**config.mk**
```make
export PLATFORM = sky130hd
export DESIGN_NAME = sorted_deadline_timer_queue
export DESIGN_NICKNAME = d
export VERILOG_FILES = /design/src/design/stq_pkg.sv /design/src/design/stq_ram.sv /design/src/design/sorted_deadline_timer_queue.sv
export SDC_FILE = /design/constraint.sdc
export NUM_CORES = 2
export LEC_CHECK = 0
export BUFFER_PORTS_ARGS = -buffer_cell sky130_fd_sc_hd__clkbuf_2
export CAP_MARGIN = 5
export CORE_MARGIN = 5
export CORE_UTILIZATION = 55
export CTS_CLUSTER_SIZE = 8
export DETAILED_ROUTE_END_ITERATION = 10
export MAX_ROUTING_LAYER = met4
export PLACE_DENSITY = 0.72
export SLEW_MARGIN = 20
export SYNTH_ARGS = -nofsm -noshare
export SYNTH_HDL_FRONTEND = slang
export SYNTH_HIERARCHICAL = 1
export SYNTH_SLANG_ARGS = --single-unit
export TNS_END_PERCENT = 1
```
**constraint.sdc**
```tcl
create_clock -name i_clk -period 8.9 [get_ports i_clk]
set_clock_uncertainty 0.1 [all_clocks]
set_input_delay 0.89 -clock i_clk [delete_from_list [all_inputs] [get_ports i_clk]]
set_output_delay 0.89 -clock i_clk [all_outputs]
set_load 0.005 [all_outputs]
```
**src/design/stq_pkg.sv**
```systemverilog
// shared constants for the sorted deadline timer queue
package stq_pkg;

    // default sizes
    localparam int DefQueueDepth  = 16;
    localparam int DefThreadBits  = 16;

    // request function codes
    localparam logic [1:0] FUNC_TICK = 2'd0;
    localparam logic [1:0] FUNC_REG  = 2'd1;
    localparam logic [1:0] FUNC_READ = 2'd2;

    // result kinds
    localparam logic [1:0] KIND_NOTIFY = 2'd0;
    localparam logic [1:0] KIND_QUEUED = 2'd1;
    localparam logic [1:0] KIND_FULL   = 2'd2;
    localparam logic [1:0] KIND_REPORT = 2'd3;

    // pending result held between sequencer and output register
    typedef struct packed {
        logic [1:0]  kind;
        logic [31:0] tid;
        logic [31:0] bits;
        logic        last;
    } t_result;

endpackage

```
**src/design/stq_ram.sv**
```systemverilog
// generic single write port ram with registered read
module stq_ram #(
    parameter int Width = 8,
    parameter int Depth = 16,
    localparam int AW = (Depth > 1) ? $clog2(Depth) : 1
) (
    input  logic             i_clk,
    input  logic             i_we,
    input  logic [AW-1:0]    i_waddr,
    input  logic [Width-1:0] i_wdata,
    input  logic [AW-1:0]    i_raddr,
    output logic [Width-1:0] o_rdata
);

    logic [Width-1:0] r_mem [Depth];
    logic [Width-1:0] r_rdata;

    // write port
    always_ff @(posedge i_clk) begin
        if (i_we) begin
            r_mem[i_waddr] <= i_wdata;
        end
    end

    // registered read port
    always_ff @(posedge i_clk) begin
        r_rdata <= r_mem[i_raddr];
    end

    assign o_rdata = r_rdata;

endmodule

```
**src/design/sorted_deadline_timer_queue.sv**
```systemverilog
// top level of the sorted deadline timer queue
//
//  channel  direction  handshake                 payload
//  in       request    i_in_valid / o_in_ready   i_func i_deadline i_thread_id i_notify_bits
//  out      result     o_out_valid / i_out_ready o_kind o_thread_id_res o_notify_bits_res
//                                                o_counter_value o_last
//
// one request at a time; the queue sits in a ring buffer ram (head pointer, count)
// tick: each released entry takes a read, a compare and an emit step, then a report follows
// insert: each shifted entry takes a read and a compare-and-write step (tail-to-head scan)
// read counter, immediate notify and reject go straight from idle to the emit state
// synchronous active-low reset clears counter, count, head and output valid
// a stalled output holds the sequencer in its emit state; no result is dropped
module sorted_deadline_timer_queue
    import stq_pkg::*;
#(
    parameter int QUEUE_DEPTH    = DefQueueDepth,
    parameter int THREAD_ID_BITS = DefThreadBits
) (
    input  logic        i_clk,
    input  logic        i_rst_n,
    input  logic        i_in_valid,
    output logic        o_in_ready,
    input  logic [1:0]  i_func,
    input  logic [31:0] i_deadline,
    input  logic [15:0] i_thread_id,
    input  logic [31:0] i_notify_bits,
    output logic        o_out_valid,
    input  logic        i_out_ready,
    output logic [1:0]  o_kind,
    output logic [15:0] o_thread_id_res,
    output logic [31:0] o_notify_bits_res,
    output logic [31:0] o_counter_value,
    output logic        o_last
);

    localparam int AW = (QUEUE_DEPTH > 1) ? $clog2(QUEUE_DEPTH) : 1;
    localparam int CW = $clog2(QUEUE_DEPTH + 1) + 1;
    localparam int TB = THREAD_ID_BITS;
    localparam int EW = 64 + TB;
    localparam logic [CW-1:0] DepthC = CW'(QUEUE_DEPTH);

    localparam logic [2:0] S_IDLE = 3'd0;
    localparam logic [2:0] S_EMIT = 3'd1;
    localparam logic [2:0] S_TRD  = 3'd2;
    localparam logic [2:0] S_TCHK = 3'd3;
    localparam logic [2:0] S_IRD  = 3'd4;
    localparam logic [2:0] S_ICHK = 3'd5;
    localparam logic [2:0] S_IWR  = 3'd6;

    logic [2:0]    r_state, n_state;
    logic [31:0]   r_tick, n_tick;
    logic [CW-1:0] r_count, n_count;
    logic [AW-1:0] r_head, n_head;
    logic [CW-1:0] r_idx, n_idx;
    t_result       r_pend, n_pend;
    logic [31:0]   r_dl;
    logic [TB-1:0] r_tid;
    logic [31:0]   r_bits;

    logic          r_ovalid, n_ovalid;
    t_result       r_out, n_out;

    logic          in_acc, out_free;
    logic [31:0]   in_tid32;
    logic          we;
    logic [AW-1:0] waddr, raddr;
    logic [EW-1:0] wdata, rdata;
    logic [31:0]   rd_dl;
    logic [CW-1:0] idx_m1;

    // ring position of a logical slot
    function automatic logic [AW-1:0] phys(input logic [AW-1:0] head, input logic [CW-1:0] l);
        logic [CW-1:0] s;
        s = CW'(head) + l;
        if (s >= DepthC) begin
            s = s - DepthC;
        end
        return s[AW-1:0];
    endfunction

    assign in_acc   = i_in_valid && o_in_ready;
    assign out_free = !r_ovalid || i_out_ready;
    assign in_tid32 = {16'd0, i_thread_id};
    assign rd_dl    = rdata[EW-1:TB+32];
    assign idx_m1   = r_idx - CW'(1);
    assign o_in_ready = (r_state == S_IDLE);

    stq_ram #(.Width(EW), .Depth(QUEUE_DEPTH)) u_ram (
        .i_clk  (i_clk),
        .i_we   (we),
        .i_waddr(waddr),
        .i_wdata(wdata),
        .i_raddr(raddr),
        .o_rdata(rdata)
    );

    // sequencer
    always_comb begin
        n_state  = r_state;
        n_tick   = r_tick;
        n_count  = r_count;
        n_head   = r_head;
        n_idx    = r_idx;
        n_pend   = r_pend;
        n_ovalid = r_ovalid && !i_out_ready;
        n_out    = r_out;
        we       = 1'b0;
        waddr    = phys(r_head, r_idx);
        wdata    = {r_dl, r_tid, r_bits};
        raddr    = (r_state == S_IRD) ? phys(r_head, idx_m1) : r_head;
        unique case (r_state)
            S_IDLE: begin
                if (in_acc) begin
                    priority if (i_func == FUNC_TICK) begin
                        n_tick  = r_tick + 32'd1;
                        n_state = S_TRD;
                    end else if (i_func == FUNC_REG) begin
                        priority if (i_deadline <= r_tick) begin
                            n_pend  = '{kind: KIND_NOTIFY, tid: 32'(in_tid32[TB-1:0]),
                                        bits: i_notify_bits, last: 1'b1};
                            n_state = S_EMIT;
                        end else if (r_count >= DepthC) begin
                            n_pend  = '{kind: KIND_FULL, tid: '0, bits: '0, last: 1'b1};
                            n_state = S_EMIT;
                        end else begin
                            n_idx   = r_count;
                            n_state = (r_count == '0) ? S_IWR : S_IRD;
                        end
                    end else if (i_func == FUNC_READ) begin
                        n_pend  = '{kind: KIND_REPORT, tid: '0, bits: '0, last: 1'b1};
                        n_state = S_EMIT;
                    end else begin
                        n_state = S_IDLE;
                    end
                end
            end
            S_EMIT: begin
                if (out_free) begin
                    n_ovalid = 1'b1;
                    n_out    = r_pend;
                    n_state  = r_pend.last ? S_IDLE : S_TRD;
                end
            end
            S_TRD: begin
                if (r_count == '0) begin
                    n_pend  = '{kind: KIND_REPORT, tid: '0, bits: '0, last: 1'b1};
                    n_state = S_EMIT;
                end else begin
                    n_state = S_TCHK;
                end
            end
            S_TCHK: begin
                if (rd_dl <= r_tick) begin
                    n_pend  = '{kind: KIND_NOTIFY, tid: 32'(rdata[TB+31:32]),
                                bits: rdata[31:0], last: 1'b0};
                    n_head  = (r_head == AW'(QUEUE_DEPTH - 1)) ? '0 : r_head + AW'(1);
                    n_count = r_count - CW'(1);
                end else begin
                    n_pend  = '{kind: KIND_REPORT, tid: '0, bits: '0, last: 1'b1};
                end
                n_state = S_EMIT;
            end
            S_IRD: begin
                n_state = S_ICHK;
            end
            S_ICHK: begin
                we = 1'b1;
                if (rd_dl < r_dl) begin
                    n_count = r_count + CW'(1);
                    n_pend  = '{kind: KIND_QUEUED, tid: '0, bits: '0, last: 1'b1};
                    n_state = S_EMIT;
                end else begin
                    wdata   = rdata;
                    n_idx   = idx_m1;
                    n_state = (idx_m1 == '0) ? S_IWR : S_IRD;
                end
            end
            S_IWR: begin
                we      = 1'b1;
                n_count = r_count + CW'(1);
                n_pend  = '{kind: KIND_QUEUED, tid: '0, bits: '0, last: 1'b1};
                n_state = S_EMIT;
            end
            default: begin
                n_state = S_IDLE;
            end
        endcase
    end

    // control registers
    always_ff @(posedge i_clk) begin
        if (!i_rst_n) begin
            r_state  <= S_IDLE;
            r_tick   <= '0;
            r_count  <= '0;
            r_head   <= '0;
            r_ovalid <= 1'b0;
        end else begin
            r_state  <= n_state;
            r_tick   <= n_tick;
            r_count  <= n_count;
            r_head   <= n_head;
            r_ovalid <= n_ovalid;
        end
    end

    // payload registers
    always_ff @(posedge i_clk) begin
        r_idx  <= n_idx;
        r_pend <= n_pend;
        r_out  <= n_out;
        if (in_acc) begin
            r_dl   <= i_deadline;
            r_tid  <= in_tid32[TB-1:0];
            r_bits <= i_notify_bits;
        end
    end

    // output register; counter is current at emit time
    logic [31:0] r_ocnt;
    always_ff @(posedge i_clk) begin
        if (r_state == S_EMIT && out_free) begin
            r_ocnt <= r_tick;
        end
    end

    assign o_out_valid       = r_ovalid;
    assign o_kind            = r_out.kind;
    assign o_thread_id_res   = r_out.tid[15:0];
    assign o_notify_bits_res = r_out.bits;
    assign o_counter_value   = r_ocnt;
    assign o_last            = r_out.last;

endmodule

```
# Yosys cells after proc, flatten, opt, wreduce, memory -nomap -nowiden
# Memory sizes are Yosys's and may differ from the RTL's. A register that Yosys moved wholly into a read port is not among the register bits.
# Cells that the tools add are included.
# Widths: inputs -> output; s select.
[word_totals] ff_bits=266 mem_bits_rw=1280 in_bits=86 n_memories=1
[memory_table] name="u_ram.r_mem" words=16 width=80 rd=1 rd_clocked_by_memory_dff=1 wr=1 line_no="stq_ram.sv:15" source="logic [Width-1:0] r_mem [Depth];"
[classes] n_addsub=9 order_cmp=6 eq_ne=21 mux=44 reduce_logical=22
[op_table] operator="$mux 67" n=9
[op_table] operator="$pmux 67 s5" n=1
[op_table] operator="$mux 80" n=2
[op_table] operator="$le 32x32->1" n=2
[op_table] operator="$mux 6" n=8
[op_table] operator="$add 32x1->32 const B" n=1
[op_table] operator="$lt 32x32->1" n=1
[op_table] operator="$mux 3" n=7
[op_table] operator="$ge 6x5->1 const B" n=3
[op_table] operator="$pmux 3 s6" n=1
[op_table] operator="$pmux 6 s3" n=1
[op_table] operator="$mux 4" n=4
[op_table] operator="$ne 2x2->1 const B" n=8
[op_table] operator="$reduce_and 7->1" n=2
[op_table] operator="$add 4x6->6" n=2
[op_table] operator="$logic_not 6->1" n=2
[op_table] operator="$pmux 6 s2" n=1
[op_table] operator="$sub 6x1->6 const B" n=2
[op_table] operator="$eq 3x3->1 const B" n=3
[op_table] operator="$mux 2" n=4
[op_table] operator="$sub 4x1->4 const B" n=2
[op_table] operator="$add 6x1->6 const B" n=1
[op_table] operator="$eq 3x2->1 const B" n=2
[op_table] operator="$mux 1" n=6
[op_table] operator="19 further kinds" n=27

# Logic depth before layout (Yosys ltp)
[depth] depth_word=8 ltp_mapped=14 depth_no_buf=12

# Modules after synthesis
# The synthesis kept the hierarchy.
[modules_own_cells] module="stq_ram" n_inst=1 cells_per_inst=2054 area_per_inst_um2=49422.4 seq_area_each_um2=40038.4
[modules_own_cells] module="sorted_deadline_timer_queue" n_inst=1 cells_per_inst=1015 area_per_inst_um2=13176.4 seq_area_each_um2=7527.2

# Worst setup path after synthesis
# No wires, ideal clock.
[synth_path] path_type="register to register" from="register r_head[0]" to="memory u_ram/r_mem[0][0] in the netlist's numbering (enable)" setup_ns=0.617 arrival_ns=7.125 required_ns=8.183 path_slack_ns=1.058 stages_incl_launch_ff=7 path_buffers=0 synth_period_minus_slack_ns=7.842 path_cell_list="dfxtp_1 ha_1 inv_1 fa_1 xnor2_1 or3b_2 nor3_1"
[synth_via] elab_chain_len=3 elab_cells_between_ends=4 classes_between="2 x add/sub; 1 x order compare; 1 x mux"
[synth_rtl] item="from (decl)" line_no="sorted_deadline_timer_queue.sv:54" source="logic [AW-1:0] r_head, n_head;"
[synth_rtl] item="from (signal assigned)" line_no="sorted_deadline_timer_queue.sv:203" source="r_head <= n_head;"
[synth_rtl] item="$add 4x6->6 (*)" line_no="sorted_deadline_timer_queue.sv:75" source="s = CW'(head) + l;"
[synth_rtl] item="$ge 6x5->1 or $sub 4x1->4 (tied branches)" line_no="sorted_deadline_timer_queue.sv:76, sorted_deadline_timer_queue.sv:77"
[synth_rtl] item="$mux 4 (*)" line_no="sorted_deadline_timer_queue.sv:76" source="if (s >= DepthC) begin"
[synth_rtl] item="via waddr[2]" line_no="sorted_deadline_timer_queue.sv:67" source="logic [AW-1:0] waddr, raddr;"
[synth_rtl] item="to (decl)" line_no="stq_ram.sv:15"
# The timed path passes the listed nets; every way through them passes the cells marked *.

# Worst setup path in the final report
[layout_path] from="register r_idx[1]" to="register u_ram.r_rdata[39] (netlist: u_ram/o_rdata[39]), read port of u_ram.r_mem"
[layout_via] elab_chain_len=5 elab_cells_between_ends=6 classes_between="3 x add/sub; 1 x order compare; 2 x mux"
[layout_rtl] item="from (decl)" line_no="sorted_deadline_timer_queue.sv:55" source="logic [CW-1:0] r_idx, n_idx;"
[layout_rtl] item="from (signal assigned)" line_no="sorted_deadline_timer_queue.sv:210" source="r_idx <= n_idx;"
[layout_rtl] item="$sub 6x1->6 (*)" line_no="sorted_deadline_timer_queue.sv:86" source="assign idx_m1 = r_idx - CW'(1);"
[layout_rtl] item="$add 4x6->6 (*)" line_no="sorted_deadline_timer_queue.sv:75"
[layout_rtl] item="$ge 6x5->1 or $sub 4x1->4 (tied branches)" line_no="sorted_deadline_timer_queue.sv:76, sorted_deadline_timer_queue.sv:77"
[layout_rtl] item="$mux 4 (*)" line_no="sorted_deadline_timer_queue.sv:76"
[layout_rtl] item="$mux 4 (*)" line_no="sorted_deadline_timer_queue.sv:111" source="raddr = (r_state == S_IRD) ? phys(r_head, idx_m1) : r_head;"
[layout_rtl] item="via raddr[3]" line_no="sorted_deadline_timer_queue.sv:67"
[layout_rtl] item="to (decl)" line_no="stq_ram.sv:16" source="logic [Width-1:0] r_rdata;"
# Marks and branches as above.
# A chain may end at the register's enable or synchronous reset.

==> flow_summary.ini <==
[outcome]
outcome = finished, final reports clean

[worst_setup_path]
reg2reg_from = r_idx[1]$_DFFE_PP_
cp_max_fo = 46
setup.worst_path.end_class = register
crit_path_start_kind = register
r2r_slack_ps = 4420
worstSetupStartpoint = r_idx[1]$_DFFE_PP_
critPathKind = reg -> reg
crit_arrival_ps = 5100
crit_required_ps = 9520

[routing]
avgViaCountPerCell = 6.36
num_vias = 32100
drt-total-wl_um = 152000
drc = 0
drt_first_pass_iters = 6
antenna_left = 0
drt_iter0_markers = 4249
wl_per_cell_um = 30.0

[power_and_ir_drop]
p_comb_share_pct = 4.2
power_leakage_nw = 23.3
seqPwrFrac_pct = 50.7
p_sw_share_pct = 20.8
vdd_drop_max_mv = 0.209
pwr-share-clk_pct = 45.1
p_int_mw = 13.5
p_switching_mw = 3.56
power.density_nw_per_um2 = 238

[synthesis]
synth_largest_area_cell = edfxtp_1
synth_area_um2 = 62600
synthArstFlopShare_pct = 0
synth_top_area_share_pct = 72.0
synthTopCellsByArea = edfxtp_1 (72%), mux4_2 (12%), dfxtp_1 (4.0%)
netlist-cell-type-count = 66
synth-seq-cells = 1626
syn_avg_cell_area_um2 = 20.4
synth_ff_type = edfxtp_1
synth_warnings = 6
synthesis.nets = 3267
synth-edff-count = 1500
synth_seq_area_share_pct = 76.0
syn_inst = 3069

[final_layout]
finalNetCount = 3577
drive_gt1_share_pct = 25.4
finalInstanceArea_um2 = 71700
final_cell_mix = edfxtp_1 (1500), mux4_2 (320), clkbuf_16 (225)
final_common_cell = edfxtp_1
areaGrowthSynthToFinish_pct = 14.6
nFillCells = 7320

[global_route]
antenna_found_initial = 11
grt_pass1_vias = 33300
grt-ovfl-total = 0
grt_usage_pct = 25.8
grt_first_pass_wirelength_um = 222000
grt_start_max_net_pins = 123

[sta]
period_share_pct = 50.4
tightest_slew_ps = 1210
slew_headroom_pct = 19.6
finalSetupTns_ps = 0
hold_viol = 0
fin_crit_ps = 4480
slew_viol_final = 0
rsz0062_at_grt = false
setup_viol = 0
setup_ws_ps = 4420
clock.fmax_mhz = 223

[clocking]
cts_setup_buffers = 0
cts.sinks = 1626
clockBufferDepth = 3
postCtsHoldBufs = 0
clk_pin_slew_ps = 50
cts_resized = 0
cts_root_buf = clkbuf_16
cts_buffers = 221
cts_tree = built
htreeDepth = 4
clkLatencyLatePin_ps = 790

[die]
die_area_um2 = 121000
rows = 123
initial_core_util_pct = 55.5
core-area_um2 = 113000
io_pins = 171
die_y_um = 347
die_w_um = 347

[placed_design]
portBuffers = 170
gp_congestion = 0.865
dp_hpwl_um = 78000
post_dp_cell_area_um2 = 65300
place_ws_ps = 4010

[worst_hold_path]
hold_path_class = in -> reg
holdCritStartpoint = i_notify_bits[27]

[flow_run]
maxCapViolCount = 0
==> cells by family after synthesis <==
logic type | after synthesis | share of synthesized area [%]
AO/OA/AOI/OAI | 340 | 3.95
XOR/XNOR | 43 | 0.602
adder cells (fa/ha/maj) | 112 | 2.27
buffers and inverters | 220 | 1.60
flip-flops | 1626 | 76.0
multiplexers | 406 | 13.0
AND/OR/NAND/NOR | 322 | 2.54
==> routing by layer <==
metal	vias to the layer above	track usage (%)	wire (um)
met5	-	-	0
met4	0	8.46	4230
met3	277	6.09	15000
met2	1806	41.0	75300
met1	16800	33.6	57000
li1	13300	-	-
==> registers in the layout, summed over array words and instances (netlist names), 6 cells and up <==
signal,flops
o_counter_value,32
r_bits,32
r_tid,16
o_notify_bits_res,32
r_pend,51
r_idx,6
u_ram/r_mem,1280
r_count,6
r_dl,32
u_ram/o_rdata,80
o_thread_id_res,16
r_tick,32
==> critical path: stages, from the launching register on <==
cell      delay, ps
edfxtp_1        430
inv_1           150
ha_1            270
inv_1           110
ha_1            250
a21o_1          160
a21oi_1         180
xnor2_1          80
nor2_1          120
xor2_1          470
nor2b_4         280
buf_4           520
buf_4           770
a22oi_1         290
nand2_1         140
==> stage by stage <==
step / utilization (%) / hold slack [ps] / std cells / power (mW)
6_report: 63.6 / 191 / 5049 / 17.1
5_1_grt: 63.6 / 164 / 5049 / 17.6
4_1_cts: 63.6 / 144 / 5042 / 17.2
3_5_place_dp: 57.9 / 305 / 4656 / 9.51
3_3_place_gp: 57.9 / 301 / 4656 / 9.47
2_1_floorplan: - / 300 / 3069 / 9.23
==> power by group through the flow <==
stage	clock, mW	combinational [mW]	sequential (mW)
2_1_floorplan	0	0.454	8.78
3_3_place_gp	0	0.667	8.81
3_5_place_dp	0	0.705	8.81
4_1_cts	7.80	0.712	8.66
5_1_grt	8.17	0.775	8.67
6_report	7.71	0.713	8.67
==> path summary, 6_finish.rpt <==
kind                                          end  depth (start not counted)
hold / removal               r_bits[27]$_DFFE_PP_                          1
setup / recovery        u_ram/o_rdata[39]$_DFF_P_                         14
setup reg to reg        u_ram/o_rdata[39]$_DFF_P_                         14
hold reg to reg   o_notify_bits_res[28]$_DFFE_PP_                          0
==> area by class of cell <==
type / instances / area, um2 / area share, %
clock buffer: 376 / 6210 / 8.65
clock inverter: 10 / 204 / 0.284
sequential: 1626 / 47600 / 66.3
antenna: 7 / 17.5 / 0.0244
timing repair buffer: 226 / 1330 / 1.86
inverter: 81 / 307 / 0.427
tap: 1500 / 1880 / 2.62
multi-input combinational: 1223 / 14200 / 19.8
==> cells in the mapped netlist, types with 2 or more instances <==
cell      instances
edfxtp_1       1500
mux4_2          320
a22oi_1         160
nand2_1         128
dfxtp_1         126
ha_1            109
inv_1            81
mux2_2           81
clkbuf_1         57
a22o_1           48
a21oi_1          41
nor2_1           41
xnor2_1          38
buf_2            37
and2_1           33
o21ai_0          28
nand4_1          24
buf_1            23
a21o_1           21
nor3_1           19
nand3_1          18
nor2b_1          15
buf_6            13
buf_4             9
nand2b_1          9
nor4_1            9
or3_1             8
a21boi_0          6
o21a_1            6
a31oi_1           5
mux2i_1           5
xor2_1            5
a211oi_1          4
o211ai_1          4
and3_1            3
fa_1              3
nand3b_1          2
or3b_2            2
Power figures use the tool's default switching activity.
